<file path="config.mk">
export PLATFORM = sky130hd
export DESIGN_NAME = peer_heartbeat_liveness_table_flat
export DESIGN_NICKNAME = d
export VERILOG_FILES = /design/src/sv/phl_pkg.sv /design/src/sv/phl_if.sv /design/src/sv/phl_cell.sv /design/src/sv/peer_heartbeat_liveness_table.sv /design/src/flat_wrapper.sv
export SDC_FILE = /design/constraint.sdc
export NUM_CORES = 2
export LEC_CHECK = 0
export ABC_AREA = 1
export BUFFER_PORTS_ARGS = -buffer_cell sky130_fd_sc_hd__buf_2
export CORE_MARGIN = 2
export CORE_UTILIZATION = 25
export CTS_CLUSTER_SIZE = 20
export DETAILED_ROUTE_END_ITERATION = 8
export PLACE_DENSITY = 0.41
export SLEW_MARGIN = 25
export SYNTH_ARGS = -nofsm -noshare
export SYNTH_HDL_FRONTEND = slang
export SYNTH_SLANG_ARGS = --single-unit
</file>
<file path="constraint.sdc">
create_clock -name clk -period 205 [get_ports clk]
set_input_delay 20.5 -clock clk [delete_from_list [all_inputs] [get_ports clk]]
set_output_delay 20.5 -clock clk [all_outputs]
set_load 0.005 [all_outputs]
</file>
<file path="src/sv/phl_pkg.sv">
// phl_pkg: types, codes and sizes for the peer heartbeat liveness table
// no dependencies
`default_nettype none
package phl_pkg;

  localparam int PEER_ENTRIES_DEF = 16;
  localparam int MAX_RESULTS      = 32;
  localparam int CNT_W            = 6;
  localparam int TIMER_W          = 20;

  localparam logic [2:0] OP_REGISTER    = 3'd0;
  localparam logic [2:0] OP_REMOTE_DISC = 3'd1;
  localparam logic [2:0] OP_HEARTBEAT   = 3'd2;
  localparam logic [2:0] OP_TICK        = 3'd3;
  localparam logic [2:0] OP_LOCAL_DISC  = 3'd4;
  localparam logic [2:0] OP_FLUSH       = 3'd5;

  localparam logic [3:0] EV_NONE         = 4'd0;
  localparam logic [3:0] EV_FOUND        = 4'd1;
  localparam logic [3:0] EV_RECONNECTED  = 4'd2;
  localparam logic [3:0] EV_CHANGED      = 4'd3;
  localparam logic [3:0] EV_DISCONNECTED = 4'd4;
  localparam logic [3:0] EV_LOST         = 4'd5;
  localparam logic [3:0] EV_SEND_HB      = 4'd6;
  localparam logic [3:0] EV_UNKNOWN      = 4'd7;
  localparam logic [3:0] EV_FULL         = 4'd8;
  localparam logic [3:0] EV_SEND_DISC    = 4'd9;

  localparam logic REG_HB_ENABLE = 1'b0;
  localparam logic REG_TIMEOUT   = 1'b1;

  typedef enum logic [2:0] {
    S_IDLE, S_PASS0, S_EV1, S_PASS1, S_EV2, S_DONE
  } st_t;

  typedef struct packed {
    logic                 valid;
    logic [31:0]          addr;
    logic [31:0]          tag;
    logic                 lost;
    logic                 send_act;
    logic [TIMER_W-1:0]   send_el;
    logic [15:0]          send_per;
    logic                 recv_act;
    logic [TIMER_W-1:0]   recv_el;
    logic [15:0]          recv_lim;
  } entry_t;

  function automatic logic [TIMER_W-1:0] sat_add(input logic [TIMER_W-1:0] t,
                                                 input logic [15:0] ms);
    logic [TIMER_W:0] s;
    s = {1'b0, t} + {{(TIMER_W-15){1'b0}}, ms};
    return s[TIMER_W] ? {TIMER_W{1'b1}} : s[TIMER_W-1:0];
  endfunction

endpackage
`default_nettype wire

</file>
<file path="src/sv/phl_if.sv">
// phl_in_if, phl_out_if: valid/ready channels of the liveness table
// no dependencies
`default_nettype none
interface phl_in_if;
  logic        valid;
  logic        ready;
  logic [2:0]  op;
  logic [31:0] peer_address;
  logic [31:0] property_tag;
  logic        wants_heartbeat;
  logic [15:0] send_interval_ms;
  logic [15:0] elapsed_ms;
  modport source (output valid, op, peer_address, property_tag, wants_heartbeat,
                  send_interval_ms, elapsed_ms, input ready);
  modport sink (input valid, op, peer_address, property_tag, wants_heartbeat,
                send_interval_ms, elapsed_ms, output ready);
  modport mon (input valid, ready, op, peer_address, property_tag, wants_heartbeat,
               send_interval_ms, elapsed_ms);
endinterface

interface phl_out_if;
  logic        valid;
  logic        ready;
  logic [3:0]  event_res;
  logic [31:0] event_address;
  logic        last;
  modport source (output valid, event_res, event_address, last, input ready);
  modport sink (input valid, event_res, event_address, last, output ready);
  modport mon (input valid, ready, event_res, event_address, last);
endinterface
`default_nettype wire

</file>
<file path="src/sv/phl_cell.sv">
// phl_cell: one peer entry of the rotating table
// depends on phl_pkg
`default_nettype none
module phl_cell
  import phl_pkg::*;
(
  input  wire logic   clk,
  input  wire logic   rst_n,
  input  wire logic   shift,
  input  wire entry_t d,
  output entry_t      q
);
  entry_t q_r;

  always_ff @(posedge clk) begin
    if (!rst_n) begin
      q_r.valid    <= 1'b0;
      q_r.lost     <= 1'b0;
      q_r.send_act <= 1'b0;
      q_r.recv_act <= 1'b0;
    end else if (shift) begin
      q_r <= d;
    end
  end

  assign q = q_r;
endmodule
`default_nettype wire

</file>
<file path="src/sv/peer_heartbeat_liveness_table.sv">
// peer_heartbeat_liveness_table: ring of entry cells with a sequencer at the head
// depends on phl_pkg, phl_if, phl_cell
//
//  channel  dir  handshake          payload
//  in_ch    in   valid/ready        op, address, tag, wants, interval, elapsed
//  out_ch   out  valid/ready        event_res, event_address, last
//  cfg      in   cfg_we, no ready   cfg_idx, cfg_data
//
// an item makes two full turns of the cell ring, one entry passing the head
// per cycle unless a stalled output holds it, plus event and closing steps
// the input is taken only between items; a stalled output holds the ring
// reset clears all entries at once, no clearing pass
`default_nettype none
module peer_heartbeat_liveness_table
  import phl_pkg::*;
#(
  parameter int PEER_ENTRIES = PEER_ENTRIES_DEF
) (
  input  wire logic  clk,
  input  wire logic  rst_n,
  phl_in_if.sink     in_ch,
  phl_out_if.source  out_ch,
  input  wire logic        cfg_we,
  input  wire logic        cfg_idx,
  input  wire logic [15:0] cfg_data
);
  localparam int IW = (PEER_ENTRIES > 1) ? $clog2(PEER_ENTRIES) : 1;
  localparam logic [IW-1:0] LAST_IDX = IW'(PEER_ENTRIES - 1);

  entry_t cq [PEER_ENTRIES];
  entry_t head, nhead;
  logic   ring_shift;

  st_t st_r, st_nxt;
  logic [IW-1:0] cnt_r;
  logic [2:0]  op_r;
  logic [31:0] addr_r, tag_r;
  logic        wants_r;
  logic [15:0] per_r, ms_r;
  logic        hb_en_r;
  logic [15:0] tmo_r;

  logic          found_r, flost_r, ftagne_r, fra_r, free_r;
  logic [IW-1:0] fidx_r, freeidx_r;
  logic [CNT_W-1:0] n_r;

  logic        pend_v_r;
  logic [3:0]  pend_ev_r;
  logic [31:0] pend_addr_r;
  logic        out_v_r, out_last_r;
  logic [3:0]  out_ev_r;
  logic [31:0] out_addr_r;

  logic        ev_v, ev_ok, can_push, stall, adv, lookup, apply, at_tgt, out_load;
  logic [3:0]  ev_code;
  logic [31:0] ev_addr;
  logic [IW-1:0] tgt;
  logic [TIMER_W-1:0] s_sum;

  genvar g;
  generate
    for (g = 0; g < PEER_ENTRIES; g++) begin : g_cell
      entry_t dn;
      if (g == PEER_ENTRIES - 1) begin : g_tail
        assign dn = nhead;
      end else begin : g_mid
        assign dn = cq[g+1];
      end
      phl_cell u_cell (.clk(clk), .rst_n(rst_n), .shift(ring_shift), .d(dn), .q(cq[g]));
    end
  endgenerate

  assign head     = cq[0];
  assign lookup   = (op_r == OP_REGISTER) || (op_r == OP_REMOTE_DISC) ||
                    (op_r == OP_HEARTBEAT) || (op_r == OP_LOCAL_DISC);
  assign tgt      = found_r ? fidx_r : freeidx_r;
  assign at_tgt   = (cnt_r == tgt);
  assign can_push = !out_v_r || out_ch.ready;
  assign in_ch.ready = (st_r == S_IDLE);

  always_comb begin
    case (op_r)
      OP_REGISTER:    apply = found_r || free_r;
      OP_REMOTE_DISC: apply = found_r;
      OP_LOCAL_DISC:  apply = found_r;
      OP_HEARTBEAT:   apply = found_r && fra_r;
      default:        apply = 1'b0;
    endcase
  end

  always_comb begin
    nhead   = head;
    ev_v    = 1'b0;
    ev_code = EV_NONE;
    ev_addr = addr_r;
    s_sum   = '0;
    case (st_r)
      S_PASS0: begin
        if (op_r == OP_TICK && head.send_act) begin
          s_sum = sat_add(head.send_el, ms_r);
          if (s_sum >= {{(TIMER_W-16){1'b0}}, head.send_per}) begin
            ev_v    = 1'b1;
            ev_code = EV_SEND_HB;
            ev_addr = head.addr;
            nhead.send_el = s_sum - {{(TIMER_W-16){1'b0}}, head.send_per};
          end else begin
            nhead.send_el = s_sum;
          end
        end
      end
      S_EV1: begin
        case (op_r)
          OP_REGISTER: begin
            ev_v = 1'b1;
            if (found_r) begin
              if (flost_r) ev_code = EV_RECONNECTED;
              else if (ftagne_r) ev_code = EV_CHANGED;
              else ev_v = 1'b0;
            end else begin
              ev_code = free_r ? EV_FOUND : EV_FULL;
            end
          end
          OP_REMOTE_DISC, OP_LOCAL_DISC: begin
            ev_v    = 1'b1;
            ev_code = found_r ? EV_DISCONNECTED : EV_UNKNOWN;
          end
          OP_HEARTBEAT: begin
            if (!found_r || !fra_r) begin
              ev_v    = 1'b1;
              ev_code = EV_UNKNOWN;
            end else if (flost_r) begin
              ev_v    = 1'b1;
              ev_code = EV_RECONNECTED;
            end
          end
          default: ev_v = 1'b0;
        endcase
      end
      S_PASS1: begin
        if (op_r == OP_TICK) begin
          if (hb_en_r && head.recv_act) begin
            nhead.recv_el = sat_add(head.recv_el, ms_r);
            if (nhead.recv_el >= {{(TIMER_W-16){1'b0}}, head.recv_lim} &&
                head.valid && !head.lost) begin
              nhead.lost = 1'b1;
              ev_v       = 1'b1;
              ev_code    = EV_LOST;
              ev_addr    = head.addr;
            end
          end
        end else if (op_r == OP_FLUSH) begin
          nhead.valid    = 1'b0;
          nhead.lost     = 1'b0;
          nhead.send_act = 1'b0;
          nhead.recv_act = 1'b0;
        end else if (apply && at_tgt) begin
          case (op_r)
            OP_REGISTER: begin
              nhead.tag  = tag_r;
              nhead.lost = 1'b0;
              if (!found_r) begin
                nhead.valid    = 1'b1;
                nhead.addr     = addr_r;
                nhead.send_act = 1'b0;
                nhead.recv_act = 1'b0;
              end
              if (hb_en_r) begin
                nhead.recv_act = 1'b1;
                nhead.recv_el  = '0;
                nhead.recv_lim = tmo_r;
              end
              if (wants_r) begin
                nhead.send_act = 1'b1;
                nhead.send_el  = '0;
                nhead.send_per = per_r;
              end
            end
            OP_REMOTE_DISC, OP_LOCAL_DISC: begin
              nhead.valid    = 1'b0;
              nhead.lost     = 1'b0;
              nhead.send_act = 1'b0;
              nhead.recv_act = 1'b0;
            end
            OP_HEARTBEAT: begin
              nhead.recv_el = '0;
              nhead.lost    = 1'b0;
            end
            default: nhead = head;
          endcase
        end
      end
      S_EV2: begin
        if (op_r == OP_REGISTER && apply && wants_r) begin
          ev_v    = 1'b1;
          ev_code = EV_SEND_HB;
        end else if (op_r == OP_LOCAL_DISC && found_r) begin
          ev_v    = 1'b1;
          ev_code = EV_SEND_DISC;
        end
      end
      default: ev_v = 1'b0;
    endcase
  end

  assign ev_ok      = ev_v && (n_r < CNT_W'(MAX_RESULTS));
  assign stall      = ev_ok && pend_v_r && !can_push;
  assign adv        = !stall;
  assign ring_shift = ((st_r == S_PASS0) || (st_r == S_PASS1)) && adv;
  assign out_load   = (ev_ok && adv && pend_v_r) || ((st_r == S_DONE) && can_push);

  always_comb begin
    st_nxt = st_r;
    case (st_r)
      S_IDLE:  if (in_ch.valid) st_nxt = S_PASS0;
      S_PASS0: if (adv && cnt_r == LAST_IDX) st_nxt = S_EV1;
      S_EV1:   if (adv) st_nxt = S_PASS1;
      S_PASS1: if (adv && cnt_r == LAST_IDX) st_nxt = S_EV2;
      S_EV2:   if (adv) st_nxt = S_DONE;
      S_DONE:  if (can_push) st_nxt = S_IDLE;
      default: st_nxt = S_IDLE;
    endcase
  end

  always_ff @(posedge clk) begin
    if (!rst_n) begin
      st_r    <= S_IDLE;
      cnt_r   <= '0;
      hb_en_r <= 1'b1;
      tmo_r   <= 16'd3000;
      n_r     <= '0;
      pend_v_r <= 1'b0;
      out_v_r <= 1'b0;
      found_r <= 1'b0;
      free_r  <= 1'b0;
    end else begin
      st_r <= st_nxt;
      if (cfg_we) begin
        if (cfg_idx == REG_HB_ENABLE) hb_en_r <= cfg_data[0];
        else tmo_r <= cfg_data;
      end
      if (ring_shift) cnt_r <= (cnt_r == LAST_IDX) ? '0 : cnt_r + 1'b1;
      if (out_load) out_v_r <= 1'b1;
      else if (out_ch.ready) out_v_r <= 1'b0;

      if (st_r == S_IDLE && in_ch.valid) begin
        op_r    <= in_ch.op;
        addr_r  <= in_ch.peer_address;
        tag_r   <= in_ch.property_tag;
        wants_r <= in_ch.wants_heartbeat;
        per_r   <= in_ch.send_interval_ms;
        ms_r    <= in_ch.elapsed_ms;
        found_r <= 1'b0;
        free_r  <= 1'b0;
        n_r     <= '0;
        cnt_r   <= '0;
      end

      if (st_r == S_PASS0 && ring_shift && lookup) begin
        if (!found_r && head.valid && head.addr == addr_r) begin
          found_r  <= 1'b1;
          fidx_r   <= cnt_r;
          flost_r  <= head.lost;
          ftagne_r <= (head.tag != tag_r);
          fra_r    <= head.recv_act;
        end
        if (!free_r && !head.valid) begin
          free_r    <= 1'b1;
          freeidx_r <= cnt_r;
        end
      end

      if (ev_ok && adv) begin
        n_r         <= n_r + 1'b1;
        pend_v_r    <= 1'b1;
        pend_ev_r   <= ev_code;
        pend_addr_r <= ev_addr;
        if (pend_v_r) begin
          out_ev_r   <= pend_ev_r;
          out_addr_r <= pend_addr_r;
          out_last_r <= 1'b0;
        end
      end

      if (st_r == S_DONE && can_push) begin
        pend_v_r   <= 1'b0;
        out_last_r <= 1'b1;
        out_ev_r   <= pend_v_r ? pend_ev_r : EV_NONE;
        out_addr_r <= pend_v_r ? pend_addr_r : 32'd0;
      end
    end
  end

  assign out_ch.valid         = out_v_r;
  assign out_ch.event_res     = out_ev_r;
  assign out_ch.event_address = out_addr_r;
  assign out_ch.last          = out_last_r;
endmodule
`default_nettype wire

</file>
<file path="src/flat_wrapper.sv">
// flat-port wrapper written by rule: the top's interface ports become plain ports
module peer_heartbeat_liveness_table_flat import phl_pkg::*;
#(
  parameter int PEER_ENTRIES = PEER_ENTRIES_DEF
)
  (clk, rst_n, cfg_we, cfg_idx, cfg_data, in_ch_valid, in_ch_op, in_ch_peer_address, in_ch_property_tag, in_ch_wants_heartbeat, in_ch_send_interval_ms, in_ch_elapsed_ms, in_ch_ready, out_ch_valid, out_ch_event_res, out_ch_event_address, out_ch_last, out_ch_ready);
  phl_in_if in_ch_i ();
  phl_out_if out_ch_i ();
  input  wire logic clk;
  input  wire logic rst_n;
  input  wire logic cfg_we;
  input  wire logic cfg_idx;
  input  wire logic [15:0] cfg_data;
  input wire logic [$bits(in_ch_i.valid)-1:0] in_ch_valid;
  input wire logic [$bits(in_ch_i.op)-1:0] in_ch_op;
  input wire logic [$bits(in_ch_i.peer_address)-1:0] in_ch_peer_address;
  input wire logic [$bits(in_ch_i.property_tag)-1:0] in_ch_property_tag;
  input wire logic [$bits(in_ch_i.wants_heartbeat)-1:0] in_ch_wants_heartbeat;
  input wire logic [$bits(in_ch_i.send_interval_ms)-1:0] in_ch_send_interval_ms;
  input wire logic [$bits(in_ch_i.elapsed_ms)-1:0] in_ch_elapsed_ms;
  output wire logic [$bits(in_ch_i.ready)-1:0] in_ch_ready;
  output wire logic [$bits(out_ch_i.valid)-1:0] out_ch_valid;
  output wire logic [$bits(out_ch_i.event_res)-1:0] out_ch_event_res;
  output wire logic [$bits(out_ch_i.event_address)-1:0] out_ch_event_address;
  output wire logic [$bits(out_ch_i.last)-1:0] out_ch_last;
  input wire logic [$bits(out_ch_i.ready)-1:0] out_ch_ready;
  assign in_ch_i.valid = in_ch_valid;
  assign in_ch_i.op = in_ch_op;
  assign in_ch_i.peer_address = in_ch_peer_address;
  assign in_ch_i.property_tag = in_ch_property_tag;
  assign in_ch_i.wants_heartbeat = in_ch_wants_heartbeat;
  assign in_ch_i.send_interval_ms = in_ch_send_interval_ms;
  assign in_ch_i.elapsed_ms = in_ch_elapsed_ms;
  assign in_ch_ready = in_ch_i.ready;
  assign out_ch_valid = out_ch_i.valid;
  assign out_ch_event_res = out_ch_i.event_res;
  assign out_ch_event_address = out_ch_i.event_address;
  assign out_ch_last = out_ch_i.last;
  assign out_ch_i.ready = out_ch_ready;
  peer_heartbeat_liveness_table #(.PEER_ENTRIES(PEER_ENTRIES)) u_core (.clk(clk), .rst_n(rst_n), .in_ch(in_ch_i), .out_ch(out_ch_i), .cfg_we(cfg_we), .cfg_idx(cfg_idx), .cfg_data(cfg_data));
endmodule
</file>
## Word level (Yosys, flattened, before mapping)

Cells that the tools add are included.

| operators by class | value |
|---|---|
| add/subtract/negate cells | 5 |
| magnitude comparators | 3 |
| bitwise logic cells | 2 |
| reductions and logical operators | 58 |
| mux-type cells | 116 |
| equal/unequal tests | 20 |

Operator list:

| operator | count |
|---|---|
| 2-to-1 mux 37 bit | 12 |
| 2-to-1 mux 32 bit | 9 |
| 2-to-1 mux 33 bit | 6 |
| 2-to-1 mux 140 bit | 1 |
| 2-to-1 mux 64 bit | 2 |
| 2-to-1 mux 20 bit | 6 |
| 2-to-1 mux 36 bit | 3 |
| case mux 20 bit (2 select lines) | 2 |
| 2-to-1 mux 67 bit | 1 |
| 2-to-1 mux 65 bit | 1 |
| case mux 32 bit (2 select lines) | 1 |
| 2-to-1 mux 4 bit | 15 |
| 2-to-1 mux 53 bit | 1 |
| adder 20 x 16 -> 21 bit | 2 |
| >= comparator 20 x 16 -> 1 bit | 2 |
| 2-to-1 mux 38 bit | 1 |
| == test 32 bit | 1 |
| 2-to-1 mux 16 bit | 2 |
| != test 32 bit | 1 |
| 2-to-1 mux 1 bit | 30 |
| 2-to-1 mux 3 bit | 8 |
| logical AND 1 bit | 23 |
| subtractor 20 x 16 -> 20 bit | 1 |
| case mux 3 bit (6 select lines) | 1 |
| other kinds (27) | 72 |

| word-level totals | value |
|---|---|
| output and inout port bits | 39 |
| word-level logic and storage cells | 389 |
| bits in registers | 2,458 |

## Logic depth before layout (Yosys ltp)

| logic depth | value |
|---|---|
| depth in word-level cells | 17 |
| mapped depth | 36 |
| gate-level depth less buffers | 34 |

## Hierarchy

From an unflattened synthesis, not the netlist that was laid out.

| second synthesis, totals | value |
|---|---|
| cell total of the unflattened synthesis | 4,672 |
| area total of the unflattened synthesis | 83,923.0 sq um |

By module, submodules not included:

| module | cells each | instances | seq. area each (sq um) | area an instance (sq um) |
|---|---|---|---|---|
| phl_cell | 163 | 16 | 4,164.0 | 4,267.8 |
| peer_heartbeat_liveness_table | 2,064 | 1 | 6,206.0 | 15,637.5 |

## Worst setup path after synthesis

No wires, ideal clock.

| timing path | value |
|---|---|
| kind | input -> register |
| start point | input port out_ch_ready |
| end point | register u_core.g_cell[0].u_cell.q_r, in the netlist u_core.g_cell[0].u_cell.q[0], enable pin |
| data arrival time | 111.777 ns |
| setup time | 4.841 ns |
| buffers on the path | 1 |
| slack | 88.382 ns |
| cell stages on the path | 7 |
| cell sequence | nor2_1 > inv_1 > nor2_1 > nand3_2 > nand2_4 > buf_6 > nor2_1 |

| on the way | value |
|---|---|
| word-level cells in the longest chain between the ends | 6 |

RTL lines:

| item | RTL line | source |
|---|---|---|
| start, declared | flat_wrapper.sv:26 | `input wire logic [$bits(out_ch_i.ready)-1:0] out_ch_ready;` |
| logical OR 1 bit | peer_heartbeat_liveness_table.sv:78 | `assign can_push = !out_v_r \|\| out_ch.ready;` |
| logical NOT 1 bit | peer_heartbeat_liveness_table.sv:206 | `assign stall = ev_ok && pend_v_r && !can_push;` |
| logical AND 1 bit | peer_heartbeat_liveness_table.sv:206 |  |
| logical NOT 1 bit | peer_heartbeat_liveness_table.sv:207 | `assign adv = !stall;` |
| logical AND 1 bit | peer_heartbeat_liveness_table.sv:208 | `assign ring_shift = ((st_r == S_PASS0) \|\| (st_r == S_PASS1)) && adv;` |
| AND reduction 2 bit (no line) | -- |  |
| end, declared | phl_cell.sv:13 | `entry_t q_r;` |

No other way between the ends.
A chain may end at the register's enable or synchronous reset.

## Worst setup path after layout

| timing path | value |
|---|---|
| start point | input port out_ch_ready |
| end point | register u_core.g_cell[8].u_cell.q_r, in the netlist u_core.g_cell[8].u_cell.q[85], enable pin |

| on the way | value |
|---|---|
| word-level cells in the longest chain between the ends | 6 |

RTL lines:

| item | RTL line |
|---|---|
| logical OR 1 bit | peer_heartbeat_liveness_table.sv:78 |
| logical NOT 1 bit | peer_heartbeat_liveness_table.sv:206 |
| logical AND 1 bit | peer_heartbeat_liveness_table.sv:206 |
| logical NOT 1 bit | peer_heartbeat_liveness_table.sv:207 |
| logical AND 1 bit | peer_heartbeat_liveness_table.sv:208 |
| AND reduction 2 bit (no line) | -- |
| end, declared | phl_cell.sv:13 |

No other way between the ends.

==> metrics.csv <==
metric;value;unit
Fin Setup TNS;0;ns
post-synthesis cell type with the largest combined area;edfxtp_1;
proportion of layout cells with a drive suffix above 1;13.4;%
global-route wire length before repair;230000;um
post-route non-filler standard cell count;9360;
number of filler cells placed in the layout;32056;
clock tree from TritonCTS;built;
proportion of netlist area held by the largest area contributor;85.9;%
switching power as a share of total power;22.5;%
result of the run;finished clean;
share of the yosys chip area belonging to registers;88.3;%
library cell used as clock root buffer;clkbuf_16;
GP Congestion;0.790;
overall die height;578;um
share of async-settable or async-resettable flops after synthesis;0;%
total stage count of the critical path;13;
number of storage elements in the synthesis netlist;2458;
biggest cell delay along the critical path;0.82;ns
sequential power share;53.1;%
vias in the first global route;36667;
clock skew after layout;0.0746;ns
antenna violations before repair;13;
count of max-cap constraint violations;0;
switching power of the nets;262;uW
CTS H-tree lvls;5;
Max Fclk;38.6;MHz
die area;0.334;mm^2
die extent in x;578;um
post-DR wirelength/cell;16.5;um
share of total power in the clock network;41.5;%
setup slack of the worst register-to-register path;194.19;ns
post-CTS repair timing setup buffer count;0;
count of unresolved DRC violations after routing;0;
HPWL after DPL;88200;um
number of detailed-routing iterations run before antenna repair;5;
cells along the critical path;buf_2, nor2_1, inv_1, nor2_1, nand3_2, nand2_4, nor2_4, buf_6, buf_4, buf_4, buf_4, buf_4, buf_6;
CTS Hold Buffers Added;0;
critical path startpoint category;primary input;
type of the setup path with the least slack;in2reg;
top-level port count;161;
post-detailed-routing wire length;154000;um
post-synthesis area per instance;18.8;um^2
combinational fraction of design power;5.5;%
number of violations reported at the end of detailed-routing iteration 0;3479;
antenna-violating nets left;0;
# placed instances;8853;
power density relative to cell area;11.9;mW/mm^2
Hold Fails Final Rpt;0;
CP bufs+invs;8;
setup repair after global routing missed its margin;no;
area of the placeable core;0.328;mm^2
count of cell types in the netlist;52;
number of vias after detailed routing;37239;
Power Internal;903;uW
clock latency on the worst-skew pair;0.88;ns
kind of end point of the critical path;flip-flop;
clock transition at the registers of the reported paths;0.06;ns
cell area after synthesis;0.0825;mm^2
Critical path destination;u_core.g_cell[8].u_cell.q[85];
ranking of synthesized cells by area;edfxtp_1 86%, dfxtp_1 2.4%, nand2_1 1.9%;
Starting Density;25.2;%
pin count of the biggest net entering global routing;209;
# resized after CTS;0;
overflow left after global routing;0;
Worst EP arrival;26.39;ns
reg2reg end;u_core.g_cell[8].u_cell.q[85];
cts bufs inserted;280;
leak pwr;0.0327;uW
IO buf count;160;
Max Slew Vio Count;0;
critical path's top delay family;buffers and inverters;
maximum fanout count along the critical path;87;
global router's overall resource usage;8.92;%
Gate Count Post-Synth;4392;
Clock Tree Buf Depth;4;
dpl cell area;0.0887;mm^2
number of sinks on the clock net;2458;
count of flip-flops with a built-in enable after synthesis;2360;
most numerous cell on the critical path;buf_4;
multi-input gate area in the final layout;0.00833;mm^2
Net count, final;4982;
Slew headroom;24.2;%
worst min-delay path class;reg2reg;
Core Util, Final;29.8;%
worst ir drop on vdd;0.00636;mV
Yosys Warn Count;0;
routed vias/inst;3.98;
number of placement rows;210;
fraction of the cycle the final worst path needs;12.7;%
minimum clock period;25.94;ns
path depth of the worst reg2reg path;33;
crit path max-delay cell type;buf_4;
worst hold margin;0.367;ns
Final Cell Area;0.0977;mm^2
main flop type after synthesis;edfxtp_1;
most used standard cells in the synthesized netlist;2360 x edfxtp_1, 417 x nand2_1, 325 x nor2_1;
Setup crit start;out_ch_ready;
worst reg2reg startpoint;u_core.ms_r[0];
Sequential Area;0.0728;mm^2
most common cell in the netlist;edfxtp_1;
Setup Viol. Count Final;0;
Layout Area Growth over Synthesis;18.5;%
Worst Max-Slew Pin Slew;1.14;ns
Crit path required time;205.46;ns
syn nets;4583;
layer usage:
layer | vias to the layer above | GRT usage [%] | wire, um
met5 | - | 0 | 38
met4 | 6 | 3.64 | 5710
met3 | 344 | 1.81 | 7360
met2 | 763 | 12.9 | 65400
met1 | 18879 | 13.0 | 75600
li1 | 17247 | - | -
worst min-delay path by stage:
stage | end | cells past startpoint | slack (ns) | start
after global placement | u_core.g_cell[5].u_cell.q[4] | 0 | 0.40 | u_core.g_cell[6].u_cell.q[4]
after detailed placement | u_core.g_cell[0].u_cell.q[0] | 0 | 0.40 | u_core.g_cell[1].u_cell.q[0]
after CTS | u_core.g_cell[7].u_cell.q[133] | 0 | 0.37 | u_core.g_cell[8].u_cell.q[133]
after global routing | u_core.g_cell[10].u_cell.q[125] | 0 | 0.38 | u_core.g_cell[11].u_cell.q[125]
final | u_core.g_cell[7].u_cell.q[133] | 0 | 0.37 | u_core.g_cell[8].u_cell.q[133]
after floorplan | u_core.g_cell[0].u_cell.q[0] | 0 | 0.40 | u_core.g_cell[1].u_cell.q[0]
per-stage QoR:
stage / setup slack, ns / power, uW
floorplan: 88.38 / 821
global placement: 177.76 / 692
detailed placement: 177.48 / 693
CTS: 178.44 / 1190
global route: 178.46 / 1220
finish: 179.06 / 1160
cell type report:
type | instances | area share, %
sequential | 2458 | 74.5
multi-input combinational | 1585 | 8.52
clock buffer | 335 | 7.51
tap | 4346 | 5.56
clock inverter | 167 | 1.59
timing repair buffer | 203 | 1.28
inverter | 263 | 1.01
antenna | 3 | 0.00768
power groups by stage:
stage / logic, uW / clock network [uW] / registers [uW]
4_1_cts: 64.9 / 504 / 619
3_5_place_dp: 64.7 / 0 / 628
2_1_floorplan: 44.2 / 0 / 777
3_3_place_gp: 63.7 / 0 / 628
6_report: 63.7 / 483 / 618
5_1_grt: 72.1 / 523 / 622
registers in the layout, summed over array words and instances, names as in the netlist, 3 cells and up:
name and count:
u_core.addr_r 32, u_core.cnt_r 4, u_core.fidx_r 4, u_core.freeidx_r 4
u_core.g_cell.u_cell.q 2240, u_core.ms_r 16, u_core.n_r 6, u_core.op_r 3
u_core.out_ch.event_address 32, u_core.out_ch.event_res 4, u_core.pend_addr_r 32, u_core.pend_ev_r 4
u_core.per_r 16, u_core.st_r 3, u_core.tag_r 32, u_core.tmo_r 16
placed cells by master, fill, tap and decap left out, types with 30 or more instances in the layout:
master     count
o21ai_0      197
clkbuf_16    285
nand3_1      157
a21oi_1      130
edfxtp_1    2360
buf_2        160
dfxtp_1       98
inv_1        250
clkinv_2      47
clkbuf_1      48
clkinv_1      60
nor2_1       319
nand2_1      415
ha_1          66
xor2_1        36
o211ai_1      30
xnor2_1       32
kinds of logic after synthesis:
group,share of synthesized area [%]
AOI/OAI and AO/OA,3.05
xor gates and xnor gates,0.722
adders and majority gates,1.07
buffers and inverters,1.67
DFF,88.3
muxes,0.0273
and+or+nand+nor,5.13
Power figures use the tool's default switching activity.
